===== src/hw/rtl/assert_macros.svh =====
// assertion macros shared by the rtl files
// no dependencies; empty bodies when SYNTH is defined
`ifndef ASSERT_MACROS_SVH
`define ASSERT_MACROS_SVH
`ifndef SYNTH
`define ASSERT_IMPL(lbl, clk, rst_n, a, c) \
	lbl: assert property (@(posedge clk) disable iff (!rst_n) (a) |-> (c)) else $error("lbl");
`define ASSERT_NEXT(lbl, clk, rst_n, a, c) \
	lbl: assert property (@(posedge clk) disable iff (!rst_n) (a) |=> (c)) else $error("lbl");
`else
`define ASSERT_IMPL(lbl, clk, rst_n, a, c)
`define ASSERT_NEXT(lbl, clk, rst_n, a, c)
`endif
`endif


===== src/hw/rtl/skd_mul64.sv =====
// 64x64 low-half multiplier, three 32x32 partial products accumulated in sequence
// depends on no package
`default_nettype none
`include "assert_macros.svh"
module skd_mul64 (
	input  wire logic        clk,
	input  wire logic        arst_n,
	input  wire logic        go,
	input  wire logic [63:0] a,
	input  wire logic [63:0] b,
	output logic             done,
	output logic [63:0]      p
);
	logic [2:0]  step_q;
	logic [63:0] a_q, b_q, acc_q;
	logic [63:0] pp_s1;
	logic [31:0] xa, xb;

	// partial product select: ll, lh, hl
	always_comb begin
		xa = a_q[31:0];
		xb = b_q[31:0];
		case (step_q)
			3'd2: xb = b_q[63:32];
			3'd3: xa = a_q[63:32];
			default: ;
		endcase
	end

	// step counter
	always_ff @(posedge clk or negedge arst_n) begin
		if (!arst_n) begin
			step_q <= 3'd0;
		end else if (go) begin
			step_q <= 3'd1;
		end else if (step_q != 3'd0) begin
			step_q <= (step_q == 3'd4) ? 3'd0 : step_q + 3'd1;
		end
	end

	// operand, product and accumulator registers
	always_ff @(posedge clk) begin
		if (go) begin
			a_q <= a;
			b_q <= b;
			acc_q <= '0;
		end
		pp_s1 <= xa * xb;
		case (step_q)
			3'd2: acc_q <= pp_s1;
			3'd3: acc_q <= acc_q + {pp_s1[31:0], 32'd0};
			3'd4: acc_q <= acc_q + {pp_s1[31:0], 32'd0};
			default: ;
		endcase
	end

	assign done = (step_q == 3'd4);
	assign p = acc_q + {pp_s1[31:0], 32'd0};

	`ASSERT_NEXT(a_mul_done_clears, clk, arst_n, done, step_q == 3'd0)
	`ASSERT_IMPL(a_mul_range, clk, arst_n, 1'b1, step_q <= 3'd4)
	`ASSERT_NEXT(a_mul_go_start, clk, arst_n, go, step_q == 3'd1)
endmodule
`default_nettype wire


===== config.mk =====
export PLATFORM = sky130hd
export DESIGN_NAME = skd_mul64
export DESIGN_NICKNAME = d
export VERILOG_FILES = /design/src/hw/rtl/skd_mul64.sv
export VERILOG_INCLUDE_DIRS = /design/src /design/src/hw/rtl
export SDC_FILE = /design/constraint.sdc
export NUM_CORES = 2
export LEC_CHECK = 0
export ABC_AREA = 1
export ABC_CLOCK_PERIOD_IN_PS = 11820
export BUFFER_PORTS_ARGS = -buffer_cell sky130_fd_sc_hd__buf_2
export CAP_MARGIN = 20
export CORE_AREA = 2 2 341 343
export CTS_CLUSTER_SIZE = 30
export DETAILED_ROUTE_END_ITERATION = 7
export DIE_AREA = 0 0 343 345
export PLACE_DENSITY = 0.67
export RECOVER_POWER = 25
export SLEW_MARGIN = 20
export SYNTH_ARGS = -nofsm -noshare
export SYNTH_HDL_FRONTEND = slang
export SYNTH_SLANG_ARGS = --single-unit

===== constraint.sdc =====
create_clock -name clk -period 11.82 [get_ports clk]
set_input_delay 1.182 -clock clk [delete_from_list [all_inputs] [get_ports clk]]
set_output_delay 1.182 -clock clk [all_outputs]
set_load 0.1 [all_outputs]

# After elaboration in Yosys (flattened, before gate mapping)
# Cells that the tools add are included.
[totals]
output_inout_bits = 65
elab_cells = 22
ff_bits = 259
input_bits = 131
[classes]
eq_ne = 3
n_reduce_logical = 4
addsub = 2
n_mux = 7
mul = 1
[op_table]
columns = ["op", "count"]
rows = [
  ["case mux 64 bit (2 select lines)", 1],
  ["adder 64 bit", 1],
  ["multiplier 32 x 32 -> 64 bit", 1],
  ["2-to-1 mux 32 bit", 2],
  ["2-to-1 mux 64 bit", 1],
  ["2-to-1 mux 3 bit", 3],
  ["== test 3 x 2 -> 1 bit (second input constant)", 2],
  ["nonzero test 3 bit", 2],
  ["adder 3 x 1 -> 3 bit (second input constant)", 1],
  ["== test 3 bit (second input constant)", 1],
  ["nonzero test 2 bit", 1],
  ["OR reduction 2 bit", 1],
]

# Depth between registers and ports, before layout
[depth]
depth_word = 4
ltp_mapped = 39
depth_no_buf = 36

# Worst setup path after synthesis
# OpenSTA, ideal clock, no wires.
[synth_path]
path_type = "register to register"
from = "register step_q[0]"
to = "register pp_s1[63]"
required_ns = 11.708
n_path_buf = 4
arrival_ns = 7.010
period_less_slack_ns = 7.122
stages_incl_launch_ff = 34
slack_ns = 4.698
path_cell_list = "dfrtp_1 ha_1 ha_1 buf_4 buf_6 buf_4 o21ai_1 inv_1 buf_2 nor2_1 fa_1 fa_1 fa_1 inv_1 fa_1 inv_1 fa_1 inv_1 fa_1 inv_1 fa_1 inv_1 fa_1 inv_1 ha_1 nand2_1 nor2_1 nand2_1 nor3_1 nand2_1 nand2_1 nand2_1 nand3_1 nand2_1"
[synth_between]
elab_chain_cells = 3
elab_cells_between_ends = 5
[synth_rtl]
columns = ["element", "line", "text"]
rows = [
  ["start, declared", "skd_mul64.sv:14", "logic [2:0] step_q;"],
  ["start signal, assigned", "skd_mul64.sv:37", "step_q <= (step_q == 3'd4) ? 3'd0 : step_q + 3'd1;"],
  ["== test 3 x 2 -> 1 bit", "skd_mul64.sv:23", "case (step_q)"],
  ["2-to-1 mux 32 bit", "skd_mul64.sv:23", ""],
  ["multiplier 32 x 32 -> 64 bit *", "skd_mul64.sv:48", "pp_s1 <= xa * xb;"],
  ["end signal, assigned", "skd_mul64.sv:48", ""],
  ["end, declared", "skd_mul64.sv:16", "logic [63:0] pp_s1;"],
]
# Mark *: on every way between the ends. The rest lies on a longest branch, timed or not.
# A chain may end at the register's enable or synchronous reset.

# Final worst setup path
[layout_path]
from = "register step_q[0]"
to = "register pp_s1[51]"
# Same word-level chain as after synthesis.

==> PnR_summary.wiki <==
{| class="wikitable"
! Metric !! Value
|-
| Result of the run || finished clean
|-
| Worst min-delay path category || in2async
|-
| Worst-Margin Slew || 1130 ps
|-
| Clock tree sinks || 259
|-
| Maximum number of pins on one net before global-route repair || 57
|-
| Post-CTS resize count || 0
|-
| Final net count || 6899
|-
| Number of global-route vias before repair || 37200
|-
| Yosys warning count || 0
|-
| Final number of hold-violating endpoints || 0
|-
| Max Clock Freq || 111 MHz
|-
| Maxcap violations || 0
|-
| Vias post-DR || 35800
|-
| Critical Path Most Common Cell || sky130_fd_sc_hd__fa_1
|-
| Area enclosed by the die boundary || 118000 um2
|-
| Routed wire length || 147000 um
|-
| Global-route wire length before repair || 223000 um
|-
| Detail-routed net length per standard cell || 20.7 um
|-
| Max Fanout on Critical Path || 54
|-
| Minimum period implied by the final worst setup slack || 9010 ps
|-
| Total negative setup slack || 0 ps
|-
| Slowest Stage Delay on Critical Path || 590 ps
|-
| CTS root buffer || sky130_fd_sc_hd__clkbuf_16
|-
| DRC Markers || 0
|-
| Post-synth net total || 6802
|-
| Period utilisation layout || 0.763
|-
| Number of buffers added to fix hold violations after cts || 0
|-
| Height of the die || 345 um
|-
| Antenna Diode Count || 0
|-
| Final HPWL DP || 120000 um
|-
| Vias per cell || 5.03
|-
| Endpoint arrival time on the critical path || 9500 ps
|-
| Final-layout fill cell count || 11600
|-
| Synth area leaders || sky130_fd_sc_hd__fa_1 39%, sky130_fd_sc_hd__edfxtp_1 13%, sky130_fd_sc_hd__nand2_1 11%
|-
| Setup Crit Path Kind || reg2reg
|-
| Drt first pass iters || 7
|-
| Die extent in x || 343 um
|-
| Number of setup buffers added after CTS || 0
|-
| Maximum buffer depth of the clock tree || 3
|-
| Number of cell rows || 125
|-
| Effective utilization at floorplan || 0.395
|-
| Mapped Cells || 5476
|-
| Final ANT Viol Nets || 0
|-
| Synth area leader || sky130_fd_sc_hd__fa_1
|-
| H-Tree Level Count || 2
|-
| Io pins || 196
|-
| Slowest cell on the critical path || sky130_fd_sc_hd__fa_1
|-
| Core region area || 115000 um2
|-
| Area growth from synthesis to layout || 7.26%
|-
| Netlist Area Pre-Place || 45500 um2
|-
| Critical path data required time || 12310 ps
|-
| Final setup vio count || 0
|-
| Layout cell share with drive strength beyond 1 || 0.0784
|-
| Portion of the post-synthesis area used by sequential elements || 0.157
|-
| Async set or reset register ratio after synthesis || 0.0116
|-
| TritonCTS clock tree || yes
|-
| Initial antenna violation count || 0
|-
| Clock network latency to the later pin of the worst-skew pair || 600 ps
|-
| Clock buffer count from CTS || 34
|-
| CP Launch Type || flip-flop
|-
| Overflow after GRT || 0
|-
| Setup slack at placement || 2820 ps
|-
| Setup repair after global routing missed its margin || no
|-
| Last weighted congestion value of the routability-driven placer || 0.992
|-
| Number of flip-flops and latches in the synthesized netlist || 259
|-
| Clock Pin Slew Worst Setup and Hold Paths || 60 ps
|-
| Global-route total usage across every layer || 0.252
|-
| Final Slew Violations || 0
|-
| Initial DRC Count || 3004
|-
| Post-synth top area share || 0.395
|-
| Number of synthesized flops with an enable pin || 192
|-
| Relative slew margins || 0.244
|-
| Unique masters post-synth || 34
|-
| CP Capture Type || flip-flop
|-
| Clock Skew || 32.5 ps
|-
| Setup slack of the critical path after layout || 2810 ps
|-
| Buffers on Ports || 195
|-
| Mean instance size in the synthesized netlist || 8.31 um2
|-
| Dominant register cell in the synthesized netlist || sky130_fd_sc_hd__edfxtp_1
|}
## state kept, by name, indices dropped and copies added (netlist names)
name	count
acc_q	64
pp_s1	64
step_q	3
b_q	64
a_q	64
## per-layer routing
layer	up-vias	track usage	part of all wire
met5	-	0	0
met4	0	0.116	0.057
met3	424	0.0484	0.093
met2	1701	0.404	0.46
met1	17700	0.329	0.39
li1	15900	-	-
## kinds of logic after synthesis
group	after synthesis	synth area share
AND/OR/NAND/NOR	2247	0.193
AO/OA/AOI/OAI	160	0.0238
adder cells (fa/ha/maj)	1195	0.477
XOR/XNOR	52	0.0100
flip-flops	259	0.157
buffers and inverters	1563	0.140
## cells in the final DEF (no fill, tap or decap), drive strengths merged, types with 67 or more instances in the layout
cell type,Yosys,final
buf,193,261
ha,298,298
nand2,1321,1321
nor2,745,745
edfxtp,192,192
inv,1356,1360
a21oi,67,67
nand3,90,90
fa,897,897
o21ai,75,75
## through the flow
step / utilization / cells / cell area, um2 / hold WS (ps)
after floorplan: - / 5476 / 45500 / 479
after global placement: 0.414 / 7059 / 47700 / 485
after detailed placement: 0.414 / 7059 / 47700 / 493
after CTS: 0.423 / 7119 / 48700 / 369
after global routing: 0.424 / 7121 / 48800 / 409
final: 0.424 / 7121 / 48800 / 423
## worst paths after layout
kind | depth (start not counted) | start | slack, ps | end
worst max-delay path | 29 | step_q[0] | 2810 | pp_s1[51]
worst min-delay path | 1 | arst_n | 420 | step_q[1]
worst max register to register | 29 | step_q[0] | 2810 | pp_s1[51]
worst min register to register | 2 | pp_s1[59] | 500 | acc_q[59]
max in group asynchronous | 1 | arst_n | 11220 | step_q[0]
min in group clk | 2 | pp_s1[59] | 500 | acc_q[59]
## layout make-up
cell class,count,area [um2],share of cell area
Multi-Input combinational cell,3654,32100,0.657
Tap cell,1524,1910,0.0391
Clock buffer,42,891,0.0183
Clock inverter,18,148,0.00303
Timing Repair Buffer,268,1560,0.0320
Inverter,1356,5090,0.104
Sequential cell,259,7120,0.146
## worst max-delay path, delay by kind of cell (launching register included)
family / cells / cell delay, ps
AND/OR/NAND/NOR: 11 / 1740
flip-flops: 1 / 400
buffers and inverters: 7 / 1800
adder cells (fa/ha/maj): 10 / 4790
AO/OA/AOI/OAI: 1 / 50
## synthesized netlist by cell type (all sizes together), types with 9 or more instances
master / count
inv: 1356
nand2: 1321
fa: 897
nor2: 745
ha: 298
buf: 193
edfxtp: 192
nand3: 90
o21ai: 75
a21oi: 67
dfxtp: 64
xor2: 49
or2: 33
nor3: 22
and2: 17
clkbuf: 14
nand3b: 10
a22o: 9
nand4: 9
o21bai: 9
Power is not shown: default switching activity piles up to over one toggle a cycle in this logic, so the estimate is an artifact.
